## src/rtl/rdc_pkg.sv

```systemverilog
package rdc_pkg;

   // Field widths
   localparam int VALUE_BITS = 32;
   localparam int RADIX_W    = 6;
   localparam int CHAR_W     = 7;
   localparam int INDEX_W    = 5;

   // Divider step counter
   localparam int STEP_W = $clog2(VALUE_BITS);

   localparam logic [RADIX_W-1:0] RADIX_MIN = RADIX_W'(2);
   localparam logic [RADIX_W-1:0] RADIX_MAX = RADIX_W'(36);
   localparam logic [INDEX_W-1:0] LAST_INDEX = INDEX_W'(31);

   localparam logic [CHAR_W-1:0] ASCII_ZERO   = CHAR_W'(8'h30);
   localparam logic [CHAR_W-1:0] ASCII_A_BIAS = CHAR_W'(8'h37); // 'A' - 10
   localparam logic [CHAR_W-1:0] ERROR_CHAR   = '0;

   typedef enum logic [1:0] {
      ST_IDLE,
      ST_DIVIDE,
      ST_EMIT
   } state_type;

   // Digit value 0..35 to ASCII '0'..'9', 'A'..'Z'
   function automatic logic [CHAR_W-1:0] digit_to_ascii(input logic [RADIX_W-1:0] d);
      logic [CHAR_W-1:0] d_ext;
      d_ext = CHAR_W'(d);
      if (d < RADIX_W'(10)) begin
         return ASCII_ZERO + d_ext;
      end else begin
         return ASCII_A_BIAS + d_ext;
      end
   endfunction

endpackage

```

## src/rtl/rdc_req_if.sv

```systemverilog
interface rdc_req_if;
   logic                             valid;
   logic                             ready;
   logic [rdc_pkg::VALUE_BITS-1:0]   value;
   logic [rdc_pkg::RADIX_W-1:0]      radix;

   modport source (output valid, output value, output radix, input ready);
   modport sink   (input valid, input value, input radix, output ready);
endinterface

```

## src/rtl/rdc_rsp_if.sv

```systemverilog
interface rdc_rsp_if;
   logic                          valid;
   logic                          ready;
   logic [rdc_pkg::CHAR_W-1:0]    digit_char;
   logic [rdc_pkg::INDEX_W-1:0]   digit_index;
   logic                          last;
   logic                          bad_radix;

   modport source (output valid, output digit_char, output digit_index,
                   output last, output bad_radix, input ready);
   modport sink   (input valid, input digit_char, input digit_index,
                   input last, input bad_radix, output ready);
endinterface

```

## src/rtl/radix_digit_converter.sv

```systemverilog
// Radix digit converter: takes an unsigned 32-bit value and a radix (2..36)
// on the req channel and returns its digits on the rsp channel as ASCII
// characters ('0'-'9', then 'A'-'Z'), least significant digit first, one
// item per digit, each tagged with its position; the most significant digit
// carries last. A zero value gives a single '0'. A radix outside 2..36 gives
// one item with bad_radix and last set and digit_char 0. The block handles
// one request at a time and drops req ready until its final digit has been
// taken. Each digit comes from a shared restoring divider that retires one
// quotient bit per cycle, then waits in the output stage until rsp takes it.
// The longest request is radix 2, 32 digits. A bad radix skips the divider
// and goes straight to the output stage.
module radix_digit_converter (
   input  logic          clock,
   input  logic          reset,
   rdc_req_if.sink       req_chan,
   rdc_rsp_if.source     rsp_chan
);

   rdc_pkg::state_type state_ff, state_in;

   // Divider working registers: quotient shifts left, partial remainder builds up
   logic [rdc_pkg::VALUE_BITS-1:0] quo_ff, quo_in;
   logic [rdc_pkg::RADIX_W-1:0]    rem_ff, rem_in;
   logic [rdc_pkg::RADIX_W-1:0]    radix_ff, radix_in;
   logic [rdc_pkg::STEP_W-1:0]     step_ff, step_in;
   logic [rdc_pkg::INDEX_W-1:0]    pos_ff, pos_in;

   // Output holding register
   logic [rdc_pkg::CHAR_W-1:0]     char_ff, char_in;
   logic                           last_ff, last_in;
   logic                           bad_ff, bad_in;

   logic req_fire, rsp_fire, radix_bad, last_step;

   // Shared divider slice
   logic [rdc_pkg::RADIX_W:0]      trial;
   logic                           trial_ge;
   logic [rdc_pkg::RADIX_W-1:0]    trial_rem;
   logic [rdc_pkg::VALUE_BITS-1:0] quo_shift;

   assign req_fire  = req_chan.valid && req_chan.ready;
   assign rsp_fire  = rsp_chan.valid && rsp_chan.ready;
   assign radix_bad = (req_chan.radix < rdc_pkg::RADIX_MIN) ||
                      (req_chan.radix > rdc_pkg::RADIX_MAX);
   assign last_step = (step_ff == rdc_pkg::STEP_W'(rdc_pkg::VALUE_BITS - 1));

   // One restoring-division step: bring down the next quotient bit, try subtract
   always_comb begin
      trial     = {rem_ff, quo_ff[rdc_pkg::VALUE_BITS-1]};
      trial_ge  = (trial >= {1'b0, radix_ff});
      trial_rem = trial_ge ? rdc_pkg::RADIX_W'(trial - {1'b0, radix_ff})
                           : rdc_pkg::RADIX_W'(trial);
      quo_shift = {quo_ff[rdc_pkg::VALUE_BITS-2:0], trial_ge};
   end

   // Next state
   always_comb begin
      state_in = state_ff;
      unique case (state_ff)
         rdc_pkg::ST_IDLE: begin
            if (req_fire) begin
               state_in = radix_bad ? rdc_pkg::ST_EMIT : rdc_pkg::ST_DIVIDE;
            end
         end
         rdc_pkg::ST_DIVIDE: begin
            if (last_step) begin
               state_in = rdc_pkg::ST_EMIT;
            end
         end
         rdc_pkg::ST_EMIT: begin
            if (rsp_fire) begin
               state_in = last_ff ? rdc_pkg::ST_IDLE : rdc_pkg::ST_DIVIDE;
            end
         end
         default: state_in = rdc_pkg::ST_IDLE;
      endcase
   end

   // Datapath and output register
   always_comb begin
      quo_in   = quo_ff;
      rem_in   = rem_ff;
      radix_in = radix_ff;
      step_in  = step_ff;
      pos_in   = pos_ff;
      char_in  = char_ff;
      last_in  = last_ff;
      bad_in   = bad_ff;
      unique case (state_ff)
         rdc_pkg::ST_IDLE: begin
            if (req_fire) begin
               quo_in   = req_chan.value;
               rem_in   = '0;
               radix_in = req_chan.radix;
               step_in  = '0;
               pos_in   = '0;
               // error item goes straight to the output stage
               char_in  = rdc_pkg::ERROR_CHAR;
               last_in  = 1'b1;
               bad_in   = radix_bad;
            end
         end
         rdc_pkg::ST_DIVIDE: begin
            quo_in  = quo_shift;
            rem_in  = trial_rem;
            step_in = step_ff + rdc_pkg::STEP_W'(1);
            if (last_step) begin
               char_in = rdc_pkg::digit_to_ascii(trial_rem);
               last_in = (quo_shift == '0) || (pos_ff == rdc_pkg::LAST_INDEX);
               bad_in  = 1'b0;
            end
         end
         rdc_pkg::ST_EMIT: begin
            if (rsp_fire && !last_ff) begin
               // quotient already in quo_ff; restart for the next digit
               rem_in  = '0;
               step_in = '0;
               pos_in  = pos_ff + rdc_pkg::INDEX_W'(1);
            end
         end
         default: begin
            step_in = '0;
         end
      endcase
   end

   always_ff @(posedge clock) begin
      if (reset) begin
         state_ff <= rdc_pkg::ST_IDLE;
         step_ff  <= '0;
         pos_ff   <= '0;
      end else begin
         state_ff <= state_in;
         step_ff  <= step_in;
         pos_ff   <= pos_in;
      end
   end

   always_ff @(posedge clock) begin
      quo_ff   <= quo_in;
      rem_ff   <= rem_in;
      radix_ff <= radix_in;
      char_ff  <= char_in;
      last_ff  <= last_in;
      bad_ff   <= bad_in;
   end

   assign req_chan.ready       = (state_ff == rdc_pkg::ST_IDLE);
   assign rsp_chan.valid       = (state_ff == rdc_pkg::ST_EMIT);
   assign rsp_chan.digit_char  = char_ff;
   assign rsp_chan.digit_index = pos_ff;
   assign rsp_chan.last        = last_ff;
   assign rsp_chan.bad_radix   = bad_ff;

   // Checks

   // never take a new request while a digit is pending
   a_no_overlap: assert property (@(posedge clock) disable iff (reset)
      !(req_chan.ready && rsp_chan.valid))
      else $error("req ready while rsp valid");

   // error item is a single, empty item
   a_bad_form: assert property (@(posedge clock) disable iff (reset)
      (rsp_chan.valid && rsp_chan.bad_radix) |->
         (rsp_chan.last && rsp_chan.digit_char == rdc_pkg::ERROR_CHAR &&
          rsp_chan.digit_index == '0))
      else $error("malformed bad_radix item");

   // partial remainder stays below the radix while dividing
   a_rem_range: assert property (@(posedge clock) disable iff (reset)
      (state_ff == rdc_pkg::ST_DIVIDE) |-> (rem_ff < radix_ff))
      else $error("divider remainder out of range");

   // taking the final digit frees the block
   a_last_frees: assert property (@(posedge clock) disable iff (reset)
      (rsp_fire && rsp_chan.last) |=> req_chan.ready)
      else $error("block not idle after last digit");

endmodule

```

## src/flat_wrapper.sv

```systemverilog
// flat-port wrapper written by rule: the top's interface ports become plain ports
module radix_digit_converter_flat 
  (clock, reset, req_chan_valid, req_chan_value, req_chan_radix, req_chan_ready, rsp_chan_valid, rsp_chan_digit_char, rsp_chan_digit_index, rsp_chan_last, rsp_chan_bad_radix, rsp_chan_ready);
  rdc_req_if req_chan_i ();
  rdc_rsp_if rsp_chan_i ();
  input  logic clock;
  input  logic reset;
  input wire logic [$bits(req_chan_i.valid)-1:0] req_chan_valid;
  input wire logic [$bits(req_chan_i.value)-1:0] req_chan_value;
  input wire logic [$bits(req_chan_i.radix)-1:0] req_chan_radix;
  output wire logic [$bits(req_chan_i.ready)-1:0] req_chan_ready;
  output wire logic [$bits(rsp_chan_i.valid)-1:0] rsp_chan_valid;
  output wire logic [$bits(rsp_chan_i.digit_char)-1:0] rsp_chan_digit_char;
  output wire logic [$bits(rsp_chan_i.digit_index)-1:0] rsp_chan_digit_index;
  output wire logic [$bits(rsp_chan_i.last)-1:0] rsp_chan_last;
  output wire logic [$bits(rsp_chan_i.bad_radix)-1:0] rsp_chan_bad_radix;
  input wire logic [$bits(rsp_chan_i.ready)-1:0] rsp_chan_ready;
  assign req_chan_i.valid = req_chan_valid;
  assign req_chan_i.value = req_chan_value;
  assign req_chan_i.radix = req_chan_radix;
  assign req_chan_ready = req_chan_i.ready;
  assign rsp_chan_valid = rsp_chan_i.valid;
  assign rsp_chan_digit_char = rsp_chan_i.digit_char;
  assign rsp_chan_digit_index = rsp_chan_i.digit_index;
  assign rsp_chan_last = rsp_chan_i.last;
  assign rsp_chan_bad_radix = rsp_chan_i.bad_radix;
  assign rsp_chan_i.ready = rsp_chan_ready;
  radix_digit_converter u_core (.clock(clock), .reset(reset), .req_chan(req_chan_i), .rsp_chan(rsp_chan_i));
endmodule
```

## config.mk

```make
export PLATFORM = sky130hd
export DESIGN_NAME = radix_digit_converter_flat
export DESIGN_NICKNAME = d
export VERILOG_FILES = /design/src/rtl/rdc_pkg.sv /design/src/rtl/rdc_req_if.sv /design/src/rtl/rdc_rsp_if.sv /design/src/rtl/radix_digit_converter.sv /design/src/flat_wrapper.sv
export SDC_FILE = /design/constraint.sdc
export NUM_CORES = 1
export LEC_CHECK = 0
export BUFFER_PORTS_ARGS = -buffer_cell sky130_fd_sc_hd__buf_2
export CAP_MARGIN = 0
export CORE_ASPECT_RATIO = 0.75
export CORE_MARGIN = 2
export CORE_UTILIZATION = 56
export CTS_CLUSTER_DIAMETER = 30
export DETAILED_ROUTE_END_ITERATION = 10
export PLACE_DENSITY_LB_ADDON = 0.08
export SETUP_SLACK_MARGIN = 0.3
export SYNTH_ARGS = -nofsm -noshare
export SYNTH_HDL_FRONTEND = slang
export SYNTH_SLANG_ARGS = --single-unit
```

## constraint.sdc

```tcl
create_clock -name clock -period 3.6 [get_ports clock]
set_clock_uncertainty 0.05 [all_clocks]
set_input_delay 0.36 -clock clock [delete_from_list [all_inputs] [get_ports clock]]
set_output_delay 0.36 -clock clock [all_outputs]
set_load 0.1 [all_outputs]
```

## After elaboration in Yosys (flattened, before gate mapping)

Index checks and enable logic that the tools add are counted.

| word-level totals | value |
|---|---|
| register bits after elaboration | 65 |
| bits of input ports | 42 |
| output and inout port bits | 16 |
| logic and storage cells | 71 |

| cells by class | value |
|---|---|
| add/sub/neg operators | 5 |
| order comparisons | 4 |
| eq/ne operators | 8 |
| muxes and demuxes | 27 |
| reduce and logical (&&, ||, !) cells | 18 |

Operators with widths:

| operator | count |
|---|---|
| $pmux W32 S2 | 1 |
| $logic_not A32 Y1 | 1 |
| $mux W32 | 1 |
| $mux W7 | 3 |
| $mux W6 | 3 |
| $pmux W6 S3 | 1 |
| $mux W5 | 3 |
| $pmux W5 S3 | 1 |
| $add A6 B6 Y7 const A | 2 |
| $pmux W7 S2 | 1 |
| $reduce_and A3 Y1 | 4 |
| $add A5 B1 Y5 const B | 2 |
| $eq A5 B5 Y1 const B | 2 |
| $pmux W5 S2 | 1 |
| $mux W2 | 4 |
| $ge A7 B6 Y1 | 1 |
| $gt A6 B6 Y1 const B | 1 |
| $lt A6 B2 Y1 const B | 1 |
| $lt A6 B4 Y1 const B | 1 |
| $ne A2 B2 Y1 const B | 3 |
| $pmux W2 S3 | 1 |
| $reduce_and A2 Y1 | 3 |
| $sub A6 B6 Y6 | 1 |
| $mux W1 | 5 |
| 10 further kinds | 15 |

## Longest topological paths before layout

| depth | value |
|---|---|
| word-level depth | 6 |
| mapped depth | 14 |
| mapped depth without buffers | 14 |

## Worst setup path after synthesis

Ideal clock, no wire load.

| path | value |
|---|---|
| path kind | flip-flop to flip-flop |
| from | register u_core.state_ff[0] |
| to | register u_core.quo_ff[0] (netlist name), enable pin |
| setup time | 0.390 ns |
| arrival | 2.957 ns |
| data required time | 3.160 ns |
| slack | 0.203 ns |
| cell stages (with the launch flop) | 5 |
| buffers on the path | 1 |
| clock period less this slack | 3.397 ns |
| path through | dfxtp_1 -> clkbuf_1 -> nor2_1 -> nand2_1 -> nand2_1 |

| between the ends | value |
|---|---|
| word-level cells in the longest chain between the ends | 4 |
| elaborated cells between the ends (all ways) | 6 |
| classes of those cells | 2 x eq/ne; 4 x reduce/logical |

RTL lines:

| item | line | text |
|---|---|---|
| start: declaration | radix_digit_converter.sv:19 | `rdc_pkg::state_type state_ff, state_in;` |
| start signal: assignment | radix_digit_converter.sv:129 | `state_ff <= rdc_pkg::ST_IDLE;` |
| start signal: assignment | radix_digit_converter.sv:133 | `state_ff <= state_in;` |
| $logic_not A2 Y1 * | radix_digit_converter.sv:148 | `assign req_chan.ready = (state_ff == rdc_pkg::ST_IDLE);` |
| net req_chan_ready | flat_wrapper.sv:11 | `output wire logic [$bits(req_chan_i.ready)-1:0] req_chan_ready;` |
| $logic_and A1 B1 Y1 | radix_digit_converter.sv:41 | `assign req_fire = req_chan.valid && req_chan.ready;` |
| $ne A2 B2 Y1 (no source line) | -- |  |
| $reduce_and A2 Y1 (no source line) * | -- |  |
| end signal: assignment | radix_digit_converter.sv:140 | `quo_ff <= quo_in;` |
| end: declaration | radix_digit_converter.sv:22 | `logic [rdc_pkg::VALUE_BITS-1:0] quo_ff, quo_in;` |

Mark *: on every way through the listed nets, which the timed path passes. The rest lies on a longest branch.
A chain may end at the register's enable or synchronous reset.

## Worst setup path in the final report

| path | value |
|---|---|
| from | register u_core.quo_ff[31] (netlist name) |
| to | register u_core.char_ff, in the netlist u_core.rsp_chan.digit_char[5] (data pin) |

| between the ends | value |
|---|---|
| word-level cells in the longest chain between the ends | 6 |
| elaborated cells between the ends (all ways) | 9 |
| classes of those cells | 3 x add/sub; 2 x order compare; 4 x mux |

RTL lines:

| item | line | text |
|---|---|---|
| $sub A6 B6 Y6 / $ge A7 B6 Y1 (equally long branches) | radix_digit_converter.sv:51, radix_digit_converter.sv:50 |  |
| $mux W6 * | radix_digit_converter.sv:51 | `trial_rem = trial_ge ? rdc_pkg::RADIX_W'(trial - {1'b0, radix_ff})` |
| $add A6 B6 Y7, or another cell as far along | rdc_pkg.sv:33 | `return ASCII_A_BIAS + d_ext;` |
| $mux W7 * | rdc_pkg.sv:30 | `if (d < RADIX_W'(10)) begin` |
| $mux W7 * | radix_digit_converter.sv:107 | `if (last_step) begin` |
| $pmux W7 S2 * | radix_digit_converter.sv:89 | `unique case (state_ff)` |
| end signal: assignment | radix_digit_converter.sv:143 | `char_ff <= char_in;` |
| end: declaration | radix_digit_converter.sv:29 | `logic [rdc_pkg::CHAR_W-1:0] char_ff, char_in;` |

Every way passes the cells marked *; elsewhere a longest branch is shown, timed or not. The select of a mux whose other input is x is not followed.

==> results.py <==
metrics = {
    "run_status": {
        "status": "complete, no violations",
    },
    "critical_path": {
        "crit_family": "compound AO/OA/AOI/OAI gates",
        "signal_arrival_time_at_the_worst_endpoint_ps": 3260,
        "cp_cell_sequence": "inv_1 > ha_1 > inv_1 > fa_1 > a21o_1 > a21oi_2 > xnor2_2 > mux2i_1 > ha_2 > o21ai_0 > mux2i_1 > buf_4 > a21o_4 > nor2_1 > o21a_1",
        "timing.critical_path.buf_inv": 3,
        "cp-startpoint": "u_core.quo_ff[31]$_DFFE_PP_",
        "worst_setup_path_start_kind": "flip-flop",
        "critPathSlowestCell": "edfxtp_1",
        "crit_path_max_incr_delay_ps": 420,
        "worstPathMaxFanout": 6,
        "crit_path_end_kind": "flip-flop",
        "required_ps": 3640,
        "worst-setup-path-type": "reg2reg",
        "r2r_start": "u_core.quo_ff[31]$_DFFE_PP_",
    },
    "die": {
        "placeableCoreArea_um2": 5830,
        "boundaryPins": 58,
        "die_height_um": 71.4,
        "die_w_um": 93.9,
        "die_area_um2": 6710,
        "num_rows": 24,
        "initial_utilization_pct": 58.3,
    },
    "placed_design": {
        "gpl.final_weighted_congestion": 0.877,
        "detailedPlacementHpwl_um": 5050,
        "placement.io_buffers": 57,
    },
    "timing": {
        "min_clock_period_post_route_ps": 3220,
        "max_freq_mhz": 311,
        "worst_slew_pin_tran_ps": 879,
        "grt_setup_unrepaired": "false",
        "setup_viol_count_final": 0,
        "timing.hold.ws_ps": 160,
        "slew_viol_final": 0,
        "final.setup.tns_ps": 0,
        "final_min_period_over_clock_period_pct": 89.4,
        "hold_violations": 0,
        "max-slew-margin-rel_pct": 41.1,
    },
    "synthesis": {
        "most_used_flip_flop_cell_after_synthesis": "edfxtp_1",
        "post_synth_instance_area_um2": 3390,
        "synth.yosys.seq_area_share_pct": 54.0,
        "mappedNetlistNets": 402,
        "synth_edf_count": 53,
        "synth-async-reset-ratio_pct": 0,
        "yosys.cell_types.count": 48,
        "ys_ff_latch": 65,
        "syn_inst": 346,
        "syn-mean-instance-area_um2": 9.81,
        "synth_warnings": 0,
    },
    "worst_hold_path": {
        "min_path_type": "in2reg",
        "timing.hold.worst.start": "req_chan_radix[4]",
    },
    "drt": {
        "detailroute.via_count": 2746,
        "route.antenna.remaining_nets": 0,
        "detailedRoute.firstPassIterationCount": 5,
        "route.detailed.drc": 0,
        "wirelength_um": 7440,
        "via_per_inst": 5.57,
        "dr.first_iter.drc_count": 178,
        "avgRoutedWirePerCell_um": 15.1,
    },
    "global_routing": {
        "grt_antenna_before_repair": 0,
        "grt-ovfl-total": 0,
        "largest_net_degree_at_the_start_of_global_routing": 50,
        "grt_first_pass_wirelength_um": 11700,
        "track_usage_pct": 22.6,
        "first_global_vias": 2502,
    },
    "pwr": {
        "post-layout-total-power_uw": 2280,
        "power.ir.vdd_worst_v": 0.000257,
        "leakagePower_uw": 0.00176,
        "power_density_nw_per_um2": 569,
    },
    "clock_network": {
        "max_clock_buf_depth": 2,
        "clock_sinks": 65,
        "cts_hold_buf": 0,
        "cts_tree": "done",
        "ctsRootBufferMaster": "clkbuf_8",
        "worst_setup_hold_path_clk_slew_ps": 70,
        "clock_latency_ps": 340,
        "cts-buffers-inserted": 9,
        "number_of_levels_in_the_clock_h_tree": 3,
    },
    "finish": {
        "area_growth_pct": 18.0,
        "most_frequent_cells_in_the_layout": "nand2_1, buf_2, edfxtp_1",
        "fraction_of_final_layout_cells_with_drive_strength_greater_than_1_pct": 22.4,
        "number_of_antenna_diodes": 0,
        "mostFrequentLayoutCell": "nand2_1",
        "nets": 466,
    },
    "run": {
        "cap_viol_max_count": 0,
    },
}
cells in the mapped netlist, types with 2 or more instances:
| cell type | n | area (um^2) |
|---|---|---|
| ha_1 | 13 | 163 |
| xor2_1 | 5 | 43.8 |
| and3_1 | 3 | 18.8 |
| nand2b_1 | 3 | 18.8 |
| mux2i_1 | 10 | 100 |
| a21oi_1 | 17 | 85.1 |
| a31oi_1 | 2 | 12.5 |
| and2_1 | 2 | 12.5 |
| edfxtp_1 | 53 | 1590 |
| o21ai_0 | 9 | 45.0 |
| dfxtp_1 | 12 | 240 |
| a211oi_1 | 2 | 15.0 |
| clkbuf_1 | 11 | 41.3 |
| nor3b_1 | 3 | 22.5 |
| xnor2_1 | 2 | 17.5 |
| nor2b_1 | 5 | 31.3 |
| nor3_1 | 5 | 25.0 |
| a21oi_2 | 2 | 17.5 |
| nand2_1 | 106 | 398 |
| nand3_1 | 7 | 35.0 |
| nand4_1 | 4 | 25.0 |
| a21o_1 | 2 | 15.0 |
| nor4_1 | 7 | 43.8 |
| a22oi_1 | 2 | 15.0 |
| nor2_1 | 23 | 86.3 |
| nand3b_1 | 3 | 22.5 |
| inv_1 | 12 | 45.0 |
stage by stage:
stage	area, um^2	setup WS [ps]	util (%)	cells
4_1_cts	3980	403	68.2	491
3_5_place_dp	3770	347	64.8	473
6_report	4000	382	68.7	493
5_1_grt	4000	181	68.7	493
3_3_place_gp	3770	518	64.8	473
2_1_floorplan	3400	552	-	346
worst paths after layout:
path / cells past startpoint / endpoint / slack, ps
hold reg to reg: 2 / u_core.rsp_chan.digit_index[4]$_SDFFE_PP0P_ / 440
setup reg to reg: 15 / u_core.rsp_chan.digit_char[5]$_SDFFCE_PN0P_ / 380
hold / removal: 1 / u_core.radix_ff[4]$_DFFE_PP_ / 160
setup / recovery: 15 / u_core.rsp_chan.digit_char[5]$_SDFFCE_PN0P_ / 380
worst register-to-register path: stages, from the launching register on:
cell	delay [ps]
edfxtp_1	420
inv_1	130
ha_1	170
inv_1	50
fa_1	400
a21o_1	190
a21oi_2	190
xnor2_2	120
mux2i_1	210
ha_2	230
o21ai_0	110
mux2i_1	180
buf_4	150
a21o_4	140
nor2_1	50
o21a_1	180
layer usage:
layer	up-vias	track usage [%]	share of wire [%]
met5	-	0	0
met4	0	6.12	1.3
met3	16	6.73	7.0
met2	115	34.7	47
met1	1272	31.7	45
li1	1343	-	-
area by class of cell:
type                            count  area [um^2]
Multi-Input combinational cell    255         1480
Sequential cell                    65         1830
Timing Repair Buffer               67          360
Clock buffer                       11          131
Tap cell                           78         97.6
Fill cell                         484         1820
Clock inverter                      5         56.3
Inverter                           12         45.0
kinds of logic after synthesis:
| logic type | Yosys count | share of synthesized area (%) |
|---|---|---|
| AND/OR/NAND/NOR | 174 | 22.6 |
| flip-flops | 65 | 54.0 |
| AO/OA/AOI/OAI | 50 | 10.3 |
| buffers and inverters | 26 | 3.02 |
| adder cells (fa/ha/maj) | 14 | 5.38 |
| multiplexers | 10 | 2.95 |
| XOR/XNOR | 7 | 1.81 |
flip-flops by register name, indices dropped and copies added, names as in the netlist, 2 cells and up:
register and flops:
u_core.rsp_chan.digit_index 5, u_core.state_ff 2, u_core.step_ff 5, u_core.radix_ff 6
u_core.quo_ff 32, u_core.rsp_chan.digit_char 7, u_core.rem_ff 6
what timing repair did:
action | in CTS | in global routing
buffers inserted | 2 | 2
gates resized for setup | 0 | 3
pin swaps | 0 | 1
endpoints found under the setup margin | 3 | 6
where the power goes:
group	internal [uW]	total (uW)	switching (uW)
combinational	246	704	458
sequential	925	978	53.0
clock	319	594	276
(Power assumes the default switching activity.)
